===== src/rtl/core/swfr_pkg.sv =====
package swfr_pkg;

  localparam int unsigned CfgIndexWidth = 2;
  localparam int unsigned CfgDataWidth  = 4;

  // register indexes of the configuration port
  localparam logic [CfgIndexWidth-1:0] CFG_STATION_ADDRESS = 2'd0;
  localparam logic [CfgIndexWidth-1:0] CFG_STRICT_SEQUENCE = 2'd1;
  localparam logic [CfgIndexWidth-1:0] CFG_ODD_PARITY      = 2'd2;

  localparam logic [1:0] STATUS_GOOD   = 2'd0;
  localparam logic [1:0] STATUS_SEQ    = 2'd1;
  localparam logic [1:0] STATUS_PARITY = 2'd2;

  localparam logic [15:0] TALLY_MAX = 16'hFFFF;

  typedef struct packed {
    logic [3:0] station_address;
    logic       strict_sequence;
    logic       odd_parity;
  } cfg_t;

  typedef struct packed {
    logic [7:0]  payload;
    logic [1:0]  frame_status;
    logic [2:0]  sequence_seen;
    logic [15:0] good_frames;
    logic [15:0] bad_frames;
  } result_t;

endpackage


===== src/rtl/core/swfr_parser.sv =====
module swfr_parser #(
  parameter int unsigned PreambleBits = 12
) (
  input  logic              clk_i,
  input  logic              rst_ni,
  input  swfr_pkg::cfg_t    cfg_i,
  input  logic              bit_valid_i,
  input  logic              bit_i,
  output logic              res_valid_o,
  output swfr_pkg::result_t res_o
);

  localparam int unsigned IdxW = ($clog2(PreambleBits) > 3) ? $clog2(PreambleBits) : 3;

  localparam logic [2:0] PH_HUNT   = 3'd0;
  localparam logic [2:0] PH_ADDR   = 3'd1;
  localparam logic [2:0] PH_SEQ    = 3'd2;
  localparam logic [2:0] PH_DATA   = 3'd3;
  localparam logic [2:0] PH_PARITY = 3'd4;

  logic [2:0]      phase_q, phase_d;
  logic [IdxW-1:0] idx_q, idx_d;
  logic [7:0]      shift_q, shift_d;
  logic [2:0]      seq_q, seq_d;
  logic            par_q, par_d;
  logic [2:0]      last_q, last_d;
  logic [15:0]     good_q, good_d;
  logic [15:0]     bad_q, bad_d;

  logic [3:0] addr_new;
  logic [2:0] seq_new;
  logic       par_new;
  logic       want;

  always_comb begin
    phase_d = phase_q;
    idx_d   = idx_q;
    shift_d = shift_q;
    seq_d   = seq_q;
    par_d   = par_q;
    last_d  = last_q;
    good_d  = good_q;
    bad_d   = bad_q;

    res_valid_o         = 1'b0;
    res_o.payload       = '0;
    res_o.frame_status  = swfr_pkg::STATUS_GOOD;
    res_o.sequence_seen = seq_q;
    res_o.good_frames   = good_q;
    res_o.bad_frames    = bad_q;

    par_new  = par_q ^ bit_i;
    want     = ~idx_q[0];
    addr_new = shift_q[3:0] | (4'(bit_i) << idx_q[1:0]);
    seq_new  = seq_q | (3'(bit_i) << idx_q[1:0]);

    if (bit_valid_i) begin
      unique case (phase_q)
        PH_HUNT: begin
          if (bit_i == want) begin
            par_d = ((idx_q == '0) ? 1'b0 : par_q) ^ bit_i;
            if (idx_q == IdxW'(PreambleBits - 1)) begin
              phase_d = PH_ADDR;
              idx_d   = '0;
              shift_d = '0;
            end else begin
              idx_d = idx_q + 1'b1;
            end
          end else if (bit_i) begin
            // a stray 1 may be the first bit of a new preamble
            idx_d = IdxW'(1);
            par_d = 1'b1;
          end else begin
            idx_d = '0;
            par_d = 1'b0;
          end
        end
        PH_ADDR: begin
          par_d   = par_new;
          shift_d = {shift_q[7:4], addr_new};
          if (idx_q == IdxW'(3)) begin
            if (addr_new == cfg_i.station_address) begin
              phase_d = PH_SEQ;
              idx_d   = '0;
              seq_d   = '0;
            end else begin
              last_d  = 3'd7;
              phase_d = PH_HUNT;
              idx_d   = '0;
              shift_d = '0;
              seq_d   = '0;
              par_d   = 1'b0;
            end
          end else begin
            idx_d = idx_q + 1'b1;
          end
        end
        PH_SEQ: begin
          par_d = par_new;
          seq_d = seq_new;
          if (idx_q == IdxW'(2)) begin
            idx_d = '0;
            if (cfg_i.strict_sequence && (seq_new != last_q + 3'd1)) begin
              last_d              = 3'd7;
              res_valid_o         = 1'b1;
              res_o.frame_status  = swfr_pkg::STATUS_SEQ;
              res_o.sequence_seen = seq_new;
              phase_d = PH_HUNT;
              shift_d = '0;
              seq_d   = '0;
              par_d   = 1'b0;
            end else begin
              if (cfg_i.strict_sequence) begin
                last_d = seq_new;
              end
              phase_d = PH_DATA;
              shift_d = '0;
            end
          end else begin
            idx_d = idx_q + 1'b1;
          end
        end
        PH_DATA: begin
          par_d   = par_new;
          shift_d = {shift_q[6:0], bit_i};
          if (idx_q == IdxW'(7)) begin
            phase_d = PH_PARITY;
            idx_d   = '0;
          end else begin
            idx_d = idx_q + 1'b1;
          end
        end
        default: begin
          res_valid_o = 1'b1;
          if (par_new == cfg_i.odd_parity) begin
            if (good_q != swfr_pkg::TALLY_MAX) begin
              good_d = good_q + 16'd1;
            end
            res_o.payload = shift_q;
          end else begin
            if (bad_q != swfr_pkg::TALLY_MAX) begin
              bad_d = bad_q + 16'd1;
            end
            res_o.frame_status = swfr_pkg::STATUS_PARITY;
          end
          res_o.good_frames = good_d;
          res_o.bad_frames  = bad_d;
          phase_d = PH_HUNT;
          idx_d   = '0;
          shift_d = '0;
          seq_d   = '0;
          par_d   = 1'b0;
        end
      endcase
    end
  end

  always_ff @(posedge clk_i or negedge rst_ni) begin
    if (!rst_ni) begin
      phase_q <= PH_HUNT;
      idx_q   <= '0;
      shift_q <= '0;
      seq_q   <= '0;
      par_q   <= 1'b0;
      last_q  <= 3'd7;
      good_q  <= '0;
      bad_q   <= '0;
    end else begin
      phase_q <= phase_d;
      idx_q   <= idx_d;
      shift_q <= shift_d;
      seq_q   <= seq_d;
      par_q   <= par_d;
      last_q  <= last_d;
      good_q  <= good_d;
      bad_q   <= bad_d;
    end
  end

endmodule


===== src/rtl/core/single_wire_frame_receiver_top.sv =====
// Single-wire frame receiver: takes one line bit per request and assembles frames of an
// alternating preamble (PREAMBLE_BITS bits, starting with 1), a 4-bit address and 3-bit
// sequence number sent LSB first, 8 data bits MSB first and a parity bit over the whole
// frame. Each frame for this station gives one result (good, sequence error or parity
// error) with saturating good and bad frame counts; frames for other addresses give none.
// A bit is taken every cycle unless stalled: the frame state updates in the cycle the bit
// is accepted and the result is registered in the output register, or the skid register
// if the output stalls. The two-entry stage lets bits keep flowing while a result waits;
// the input stalls only when both entries are full. Configuration writes are always ready.
module single_wire_frame_receiver_top #(
  parameter int unsigned PREAMBLE_BITS = 12
) (
  input  logic                               clk_i,
  input  logic                               rst_ni,
  input  logic                               cfg_valid_i,
  output logic                               cfg_ready_o,
  input  logic [swfr_pkg::CfgIndexWidth-1:0] cfg_index_i,
  input  logic [swfr_pkg::CfgDataWidth-1:0]  cfg_data_i,
  input  logic                               in_valid_i,
  output logic                               in_stall_o,
  input  logic                               line_bit_i,
  output logic                               out_valid_o,
  input  logic                               out_stall_i,
  output logic [7:0]                         payload_o,
  output logic [1:0]                         frame_status_o,
  output logic [2:0]                         sequence_seen_o,
  output logic [15:0]                        good_frames_o,
  output logic [15:0]                        bad_frames_o
);

  swfr_pkg::cfg_t    cfg_q;
  swfr_pkg::result_t res;
  swfr_pkg::result_t out_q, skid_q;
  logic              res_valid;
  logic              out_valid_q, skid_valid_q;
  logic              in_accept;
  logic              out_free;

  assign cfg_ready_o = 1'b1;
  assign in_stall_o  = skid_valid_q;
  assign in_accept   = in_valid_i & ~in_stall_o;
  assign out_free    = ~out_valid_q | ~out_stall_i;

  always_ff @(posedge clk_i or negedge rst_ni) begin
    if (!rst_ni) begin
      cfg_q <= '0;
    end else if (cfg_valid_i && cfg_ready_o) begin
      unique case (cfg_index_i)
        swfr_pkg::CFG_STATION_ADDRESS: cfg_q.station_address <= cfg_data_i[3:0];
        swfr_pkg::CFG_STRICT_SEQUENCE: cfg_q.strict_sequence <= cfg_data_i[0];
        swfr_pkg::CFG_ODD_PARITY:      cfg_q.odd_parity      <= cfg_data_i[0];
        default: ;
      endcase
    end
  end

  swfr_parser #(
    .PreambleBits(PREAMBLE_BITS)
  ) u_parser (
    .clk_i      (clk_i),
    .rst_ni     (rst_ni),
    .cfg_i      (cfg_q),
    .bit_valid_i(in_accept),
    .bit_i      (line_bit_i),
    .res_valid_o(res_valid),
    .res_o      (res)
  );

  always_ff @(posedge clk_i or negedge rst_ni) begin
    if (!rst_ni) begin
      out_valid_q  <= 1'b0;
      skid_valid_q <= 1'b0;
    end else if (out_free) begin
      if (skid_valid_q) begin
        out_valid_q  <= 1'b1;
        skid_valid_q <= 1'b0;
      end else begin
        out_valid_q <= res_valid;
      end
    end else if (res_valid) begin
      skid_valid_q <= 1'b1;
    end
  end

  always_ff @(posedge clk_i) begin
    if (out_free) begin
      if (skid_valid_q) begin
        out_q <= skid_q;
      end else if (res_valid) begin
        out_q <= res;
      end
    end else if (res_valid) begin
      skid_q <= res;
    end
  end

  assign out_valid_o     = out_valid_q;
  assign payload_o       = out_q.payload;
  assign frame_status_o  = out_q.frame_status;
  assign sequence_seen_o = out_q.sequence_seen;
  assign good_frames_o   = out_q.good_frames;
  assign bad_frames_o    = out_q.bad_frames;

`ifndef SYNTHESIS
  a_skid_behind_out: assert property (@(posedge clk_i) disable iff (!rst_ni)
    skid_valid_q |-> out_valid_q)
    else $error("skid entry held while output register empty");

  a_result_not_dropped: assert property (@(posedge clk_i) disable iff (!rst_ni)
    res_valid && !out_free |=> skid_valid_q && out_valid_q)
    else $error("result produced while stalled was lost");

  a_status_code: assert property (@(posedge clk_i) disable iff (!rst_ni)
    out_valid_o |-> (frame_status_o == swfr_pkg::STATUS_GOOD ||
                     frame_status_o == swfr_pkg::STATUS_SEQ ||
                     frame_status_o == swfr_pkg::STATUS_PARITY))
    else $error("undefined frame status");

  a_good_counted: assert property (@(posedge clk_i) disable iff (!rst_ni)
    out_valid_o && frame_status_o == swfr_pkg::STATUS_GOOD |-> good_frames_o != 16'd0)
    else $error("good frame without good count");

  a_bad_counted: assert property (@(posedge clk_i) disable iff (!rst_ni)
    out_valid_o && frame_status_o == swfr_pkg::STATUS_PARITY |-> bad_frames_o != 16'd0)
    else $error("parity error without bad count");
`endif

endmodule


===== config.mk =====
export PLATFORM = sky130hd
export DESIGN_NAME = single_wire_frame_receiver_top
export DESIGN_NICKNAME = d
export VERILOG_FILES = /design/src/rtl/core/swfr_pkg.sv /design/src/rtl/core/swfr_parser.sv /design/src/rtl/core/single_wire_frame_receiver_top.sv
export SDC_FILE = /design/constraint.sdc
export NUM_CORES = 1
export LEC_CHECK = 0
export BUFFER_PORTS_ARGS = -buffer_cell sky130_fd_sc_hd__buf_2
export CAP_MARGIN = 20
export CELL_PAD_IN_SITES_DETAIL_PLACEMENT = 0
export CELL_PAD_IN_SITES_GLOBAL_PLACEMENT = 1
export CORE_UTILIZATION = 49
export CTS_CLUSTER_DIAMETER = 150
export DETAILED_ROUTE_END_ITERATION = 10
export PLACE_DENSITY_LB_ADDON = 0.12
export SLEW_MARGIN = 20
export SYNTH_ARGS = -nofsm -noshare
export SYNTH_HDL_FRONTEND = slang
export SYNTH_SLANG_ARGS = --single-unit

===== constraint.sdc =====
create_clock -name clk_i -period 4.9 [get_ports clk_i]
set_input_delay 0.49 -clock clk_i [delete_from_list [all_inputs] [get_ports clk_i]]
set_output_delay 0.49 -clock clk_i [all_outputs]
set_load 0.05 [all_outputs]

# After elaboration in Yosys (flattened, before gate mapping)
# Cells that the tools add are included.
# totals
output_inout_bits	48
register_bits	152
inputBits	12
# classes
reduce_logical	21
bitwise_logic	13
addsub	4
muxes	61
shifts	2
eq_ne	22
# ops
operator	n
$mux 45	3
$mux 16	4
$mux 8	7
$mux 3	14
$add 16x1->16 const B	2
$mux 32	1
$ne 16x16->1 const B	2
$pmux 8 s4	1
$mux 4	6
$reduce_and 6->1	3
$pmux 4 s4	1
$mux 1	14
$pmux 3 s4	1
$reduce_and 2->1	6
$ne 2x1->1 const B	5
$pmux 3 s3	1
$eq 4x2->1 const B	2
$not 1->1	7
$eq 3x2->1 const B	2
$mux 2	3
$pmux 3 s2	1
$reduce_bool 2->1	3
$mux 5	1
$add 4x1->4 const B	1
other kinds (30)	32

# Longest topological paths before layout
# Gate-level depths: netlist (run 1).
# depth
ltp_word	10
mapped_depth	9

# Hierarchy
# Synthesis (run 1) repeated with hierarchy kept, for this count alone.
# unflattened
cells_unflattened	531
area_unflattened_um2	7213.2
# by_module_without_submodules
mod	cells_per_inst	area_per_inst_um2	instances
single_wire_frame_receiver_top	166	3709.8	1
swfr_parser	365	3503.4	1

# Worst setup path before layout (run 1)
# Ideal clock, no wire load.
# synth_timing
kind	reg-to-reg
start	register u_parser.idx_q[0]
end	register out_q (netlist bit bad_frames_o[0]) (enable)
arrival_time_ns	3.877
path_slack_ns	0.561
path_stages_with_launch	9
setup_time_ns	0.462
period_less_slack_ns	4.339
cell_sequence	dfrtp_1 inv_1 ha_1 nor2b_1 nor3_1 a2111oi_4 nor3_1 a221oi_1 a21oi_1
# synth_between
elab_chain_cells	10
elab_cells_between_ends	11
classes_between	eq/ne: 2; shift: 1; mux: 4; bitwise: 1; reduce/logical: 3
# synth_lines
element	line	rtl
from (decl)	swfr_parser.sv:22	logic [IdxW-1:0] idx_q, idx_d;
from (signal assigned)	swfr_parser.sv:170	idx_q <= idx_d;
$shl 1x2->3	swfr_parser.sv:55	seq_new = seq_q | (3'(bit_i) << idx_q[1:0]);
$or 3x3->3	swfr_parser.sv:55	
$ne 3x3->1	swfr_parser.sv:103	if (cfg_i.strict_sequence && (seq_new != last_q + 3'd1)) begin
$logic_and 1x1->1	swfr_parser.sv:103	
$mux 1	swfr_parser.sv:103	
$mux 1 (*)	swfr_parser.sv:101	if (idx_q == IdxW'(2)) begin
$pmux 1 s2 (*)	swfr_parser.sv:58	unique case (phase_q)
$mux 1 (*)	swfr_parser.sv:57	if (bit_valid_i) begin
$reduce_bool 2->1 (no line) (*)	n/a	
$reduce_and 2->1 (no line) (*)	n/a	
to (signal assigned)	single_wire_frame_receiver_top.sv:88	out_q <= skid_q;
to (signal assigned)	single_wire_frame_receiver_top.sv:90	out_q <= res;
to (decl)	single_wire_frame_receiver_top.sv:33	swfr_pkg::result_t out_q, skid_q;
# Mark *: on every way between the ends. The rest lies on a longest branch, timed or not.
# A chain may end at the register's enable or synchronous reset.

==> flow_summary.ini, run 1 <==
[setup_path]
slowest_delay_ns = 0.69
cp-end-kind = register
worst-setup-path-type = reg -> reg
cp.arrival_ns = 3.74
crit_path_max_fanout = 18
crit_slowest_cell = nor2b_1
cp.buffers_inverters = 0
critPathTopFamily = simple AND/OR/NAND/NOR gates
cp_cell_sequence = nor2b_1 -> and3_1 -> o21ai_1 -> nor4_1 -> xor2_1 -> mux2_2
cp.required_ns = 5.07
startpoint_type = register

[place]
dp_hpwl_um = 8830
gp_congestion = 0.892
io_buffers = 58

[floorplanning]
die_area_um2 = 14900
die_w_um = 122
fp.coreArea_um2 = 14000
start_util = 0.505
num_io_pins = 60
die_y_um = 122
fp-row-count = 43

[final_layout]
final_cell_mix = edfxtp_1 (90), dfrtp_1 (59), buf_2 (58), mux2_2 (46), nand2_1 (45)
final_common_cell = edfxtp_1
antenna_cells = 0
fillers = 1179
syn2layout_area_growth_pct = 15.7
drive_gt1_frac = 0.252
finalNetCount = 630

[synth]
syn-num-nets = 568
synthArstFlopShare = 0.408
synth.avg_cell_area_um2 = 12.9
synth_area_um2 = 7060
synthCells = 548
synth-main-ff-cell = edfxtp_1
yosysSeqAreaShare = 0.603
ys_warn_count = 0
synth-edff-count = 90
ys_types = 61
synthTopCellsByArea = edfxtp_1 (38%), dfrtp_1 (21%), mux2_2 (7.3%), xnor2_1 (2.9%), xor2_1 (2.9%)
ys_ff_latch = 152
netlist.area_leader.share = 0.383
yosysTopAreaCell = edfxtp_1

[global_route]
antenna_found_initial = 0
groute.usage.overall = 0.199
grt_max_degree = 63
gr-total-overflow = 0
gr-usage-met3 = 0.0510
gr-max-usage-layer = met2
grt_pass1_vias = 4475
grt_use_met2 = 0.317
grt_pass1_wl_um = 22200
grt_use_met1 = 0.253

[timing]
slew-limit-headroom = 0.400
finalSetupViolations = 0
min_period_ns = 3.56
rsz0062_at_grt = false
fin_crit_sh = 0.728
fin_skew_ns = 0.00937
holdWs_ns = 0.234
drv_slew = 0
tightest_slew_ns = 0.893
final-hold-violation-count = 0
setup_tns_ns = 0
fmax_mhz = 281

[cts]
cts_made_buffers = 17
cts_hold_buf = 0
path_clk_slew_ns = 0.06
clockRootBuffer = clkbuf_16
cts_tree = yes
cts_buffer_depth = 2
post_cts_resized = 0
cts.sinks = 152
cts_htree_levels = 4
clk_latency_ns = 0.42
cts_setup_buffers = 0

[drt]
routed_wl_um = 13300
remaining_drc_errors = 0
vias = 4445
drt_iter0_drc = 271
vias_per_cell = 5.54
ant_nets = 0
drt-wirelength-per-cell_um = 16.5
drt_first_pass_iters = 5

[hold_path]
hp-class = in -> async

[power]
p_leak_uw = 0.00342
vdd_drop_max_mv = 0.268
p_per_area_nw_per_um2 = 537

[status]
status = complete, no violations

[job]
drv_cap = 0
==> report_power, final <==
group | leakage (µW) | internal, µW | switching, µW | total [µW]
sequential | 0.00168 | 1650 | 185 | 1830
clock | 0.000303 | 871 | 487 | 1360
combinational | 0.00144 | 390 | 801 | 1190
==> synthesized netlist by cell type (6+ instances only) <==
library cell,n
edfxtp_1,90
dfrtp_1,59
mux2_2,46
nand2_1,45
xnor2_1,23
xor2_1,23
inv_1,20
a21oi_1,18
nand3_1,17
nor2_1,16
o21ai_0,15
clkbuf_1,13
and3_1,11
nor3_1,11
a21o_1,9
and2_1,9
nand2b_1,9
ha_1,8
nand4_1,6
==> sequential cells by signal, summed over array words and instances (netlist names) <==
name	count
out_valid_o	1
u_parser.idx_q	4
u_parser.last_q	3
frame_status_o	2
u_parser.bad_q	16
u_parser.par_q	1
cfg_q	6
good_frames_o	16
payload_o	8
u_parser.phase_q	3
u_parser.good_q	16
in_stall_o	1
bad_frames_o	16
skid_q	45
u_parser.shift_q	8
u_parser.seq_q	3
sequence_seen_o	3
==> kinds of logic after synthesis <==
family | after synthesis | synth area share
other | 1 | 0.000531
xor gates and xnor gates | 50 | 0.0672
AOI/OAI and AO/OA | 89 | 0.0890
muxes | 55 | 0.0869
buffers and inverters | 40 | 0.0230
DFF | 152 | 0.603
adders and majority gates | 8 | 0.0142
and+or+nand+nor | 153 | 0.116
==> area by class of cell <==
cell class                      count  area, µm²  area share
Sequential cell                   152       4260       0.522
Multi-Input combinational cell    356       2660       0.326
Clock buffer                       25        507      0.0621
Timing Repair Buffer               61        313      0.0383
Tap cell                          180        225      0.0276
Clock inverter                      7        116      0.0143
Inverter                           22       83.8      0.0103
==> path summary, 6_finish.rpt <==
kind,start,slack (ns),depth (start not counted),end
min in group clk_i,cfg_data_i[1],0.27,3,cfg_q[3]
max reg2reg,in_stall_o,1.34,6,good_frames_o[11]
max in group asynchronous,rst_ni,4.10,2,u_parser.bad_q[10]
min,rst_ni,0.23,2,u_parser.phase_q[0]
max,in_stall_o,1.34,6,good_frames_o[11]
min reg2reg,u_parser.good_q[11],0.51,1,u_parser.good_q[11]
==> through the flow <==
stage | instances | utilization | total power, µW | instance area (µm²) | setup slack [ns]
CTS | 803 | 0.584 | 4430 | 8160 | 1.35
global route | 803 | 0.584 | 4600 | 8160 | 1.04
detailed placement | 771 | 0.539 | 3060 | 7540 | 1.34
finish | 803 | 0.584 | 4380 | 8160 | 1.34
global placement | 771 | 0.539 | 3020 | 7540 | 1.49
floorplan | 548 | - | 2770 | 7060 | 0.561
==> per-layer routing <==
metal | routed length, µm | vias up | part of all wire
li1 | - | 2122 | -
met5 | 0 | - | 0
met3 | 583 | 24 | 0.044
met2 | 6410 | 106 | 0.48
met4 | 286 | 0 | 0.022
met1 | 6000 | 2193 | 0.45
No activity file was read; power rests on OpenSTA's default activity.
==> inputs of run 2 (changes only) <==
ABC_AREA = 1   (was unset)
CORE_UTILIZATION = 42   (was 49)
clock period = 3.12 ns   (was 4.9 ns; I/O delays follow)
==> run 2 against run 1 <==
  * Routed wire length up 11%
  * Critical endpoint is now good_frames_o[9]
  * Clock power up 65%
  * Global-route usage down 1.6 points
  * Combinational power up 10%
  * Core utilization down 7.7 points
  * Flip-flop and latch count unchanged
  * First-iteration DRC count down 3.7%
  * Clock skew down 0.0015 ns
==> flow_summary.ini, run 2 <==
[status]
status = complete, no violations

[power]
p_sw_uw = 1850
p_seq_frac = 0.417
swShare = 0.304
p_leak_uw = 0.00375
p_int_uw = 4230
p_per_area_nw_per_um2 = 725
power.share.combinational = 0.215
vdd_drop_max_mv = 0.429
pwr-share-clk = 0.368

[synth]
ys_ff_latch = 152
synth-edff-count = 90
synth-main-ff-cell = edfxtp_1
netlist.area_leader.share = 0.381
yosysTopAreaCell = edfxtp_1
synthArstFlopShare = 0.408
synth.avg_cell_area_um2 = 9.57
ys_warn_count = 0
yosysSeqAreaShare = 0.600
synth_area_um2 = 7100
synth_most_common_cell = nand2_1
synth_common_cells = nand2_1 (222), edfxtp_1 (90), inv_1 (77), nand3_1 (66), dfrtp_1 (59)
ys_types = 45
synthTopCellsByArea = edfxtp_1 (38%), dfrtp_1 (21%), nand2_1 (12%), nand3_1 (4.7%), inv_1 (4.1%)
syn-num-nets = 762
synthCells = 742

[floorplanning]
die_w_um = 132
start_util = 0.430
die_y_um = 132
num_io_pins = 60
die_area_um2 = 17400
fp.coreArea_um2 = 16500
fp-row-count = 47

[drt]
vias = 5151
routed_wl_um = 14700
drt-wirelength-per-cell_um = 14.0
ant_nets = 0
drt_iter0_drc = 261
vias_per_cell = 4.91
drt_first_pass_iters = 5
remaining_drc_errors = 0

[cts]
cts_made_buffers = 17
cts_tree = yes
cts_setup_buffers = 0
cts.sinks = 152
cts_buffer_depth = 2
cts_htree_levels = 4
post_cts_resized = 0
clockRootBuffer = clkbuf_16
clk_latency_ns = 0.42
path_clk_slew_ns = 0.06

[timing]
min_period_ns = 2.73
fin_skew_ns = 0.00787
drv_slew = 0
fmax_mhz = 366
rsz0062_at_grt = false
fin_crit_sh = 0.876
finalSetupViolations = 0
slew-limit-headroom = 0.522
tightest_slew_ns = 0.712
final-hold-violation-count = 0
setup_tns_ns = 0
worst_slack_ns = 0.388

[place]
gp_congestion = 0.854
dp.cells = 1017
dp_hpwl_um = 10200
io_buffers = 58
pre_cts_ws_ns = 0.371

[final_layout]
syn2layout_area_growth_pct = 18.0
drive_gt1_frac = 0.153
final_cell_count_no_fill = 1050
final_common_cell = nand2_1
final_cell_mix = nand2_1 (222), edfxtp_1 (90), inv_1 (76), nand3_1 (66), dfrtp_1 (59)
finalNetCount = 837
largest-register = skid_q
antenna_cells = 0
fillers = 1550
largest_reg_flops = 45

[setup_path]
crit_slowest_cell = dfrtp_1
cp.arrival_ns = 2.86
cpMostUsedCell = nand2_1
timing.rr.start = u_parser.idx_q[0]
worst-setup-path-type = reg -> reg
path_depth = 15
cp.buffers_inverters = 4
cp-endpoint = good_frames_o[9]
cp_cell_sequence = inv_1 -> ha_1 -> nand2_1 -> nand2_1 -> inv_1 -> nand2_1 -> nand2_1 -> nand3_1 -> nand2_1 -> nor2_1 -> nand3b_1 -> nand3_1 -> nand2_1 -> inv_2 -> buf_12
crit_path_max_fanout = 17
worstReg2RegEnd = good_frames_o[9]
cp-end-kind = register
worstRegToRegCells = 15
startpoint_type = register
startpoint = u_parser.idx_q[0]
critPathTopFamily = simple AND/OR/NAND/NOR gates
cp.required_ns = 3.25
ff2ff_setup_slack_ns = 0.39
slowest_delay_ns = 0.42

[job]
drv_cap = 0

[hold_path]
hp-class = in -> reg
min_path_cells = 3

[global_route]
gr-total-overflow = 0
grt_pass1_vias = 4987
antenna_found_initial = 0
grt_pass1_wl_um = 24800
grt_max_degree = 48
groute.usage.overall = 0.183
## run 2: cell types whose count changed after synthesis, moves of 27 or more
cell     before  now
inv_1        20   77
mux2_2       46    1
nand2_1      45  222
nand3_1      17   66
nor2_1       16   43
o21ai_0      15   42
## run 2: area by class of cell
cell class,count,area (µm²),area share
clock buffers,27,547,0.0653
clock inverters,5,106,0.0127
inverters,84,318,0.0379
multi-input cells,494,2480,0.296
flip-flops and latches,152,4260,0.508
well taps,220,275,0.0329
repair buffers,68,395,0.0472
## run 2: metal layers
layer | vias to the layer above | routed length [µm] | track usage
met2 | 92 | 7270 | 0.308
met5 | - | 0 | 0
met3 | 16 | 418 | 0.0369
met1 | 2439 | 6840 | 0.233
met4 | 0 | 194 | 0.0685
li1 | 2604 | - | -
## run 2: worst min-delay path, cell delays in order
cell and delay (ns):
buf_2 0.08, nor2_1 0.03, a21oi_1 0.10
## run 2: logic make-up (layout without fill, tap and decap cells)
logic type | count (synthesis) | after routing | share of synthesized area
flops | 152 | 152 | 0.600
mux | 1 | 1 | 0.00159
buf+inv | 96 | 184 | 0.0527
fa+ha+maj | 8 | 8 | 0.0141
compound gates | 71 | 71 | 0.0555
other cells | 1 | 1 | 0.000528
xor+xnor | 21 | 21 | 0.0280
simple gates | 392 | 392 | 0.248
## run 2: power by group through the flow
stage / logic, µW / clock network [µW] / registers (µW)
after floorplan: 832 / 0 / 2680
after detailed placement: 1310 / 0 / 2570
after global placement: 1290 / 0 / 2560
final: 1310 / 2240 / 2530
after CTS: 1320 / 2280 / 2530
after global routing: 1490 / 2360 / 2560
## run 2: worst min-delay path by stage
stage                   startpoint             endpoint  slack (ns)
2_1_floorplan               rst_ni             cfg_q[0]        0.02
3_3_place_gp   u_parser.shift_q[6]  u_parser.shift_q[7]        0.49
3_5_place_dp                rst_ni             cfg_q[0]        0.38
4_1_cts              cfg_data_i[1]             cfg_q[3]        0.12
5_1_grt              cfg_data_i[2]             cfg_q[4]        0.14
6_report             cfg_data_i[1]             cfg_q[3]        0.14
## run 2: per-stage QoR
step / power, µW / util / hold WS [ns] / area, µm²
global placement: 3860 / 0.467 / 0.487 / 7710
global route: 6420 / 0.507 / 0.140 / 8380
finish: 6080 / 0.507 / 0.137 / 8380
floorplan: 3510 / - / 0.0164 / 7110
detailed placement: 3880 / 0.467 / 0.377 / 7710
CTS: 6130 / 0.507 / 0.120 / 8380
## run 2: timing repair
item	4_1_cts	5_1_grt
hold endpoints to repair	41	0
setup endpoints to repair	0	0
hold buffers	1	0
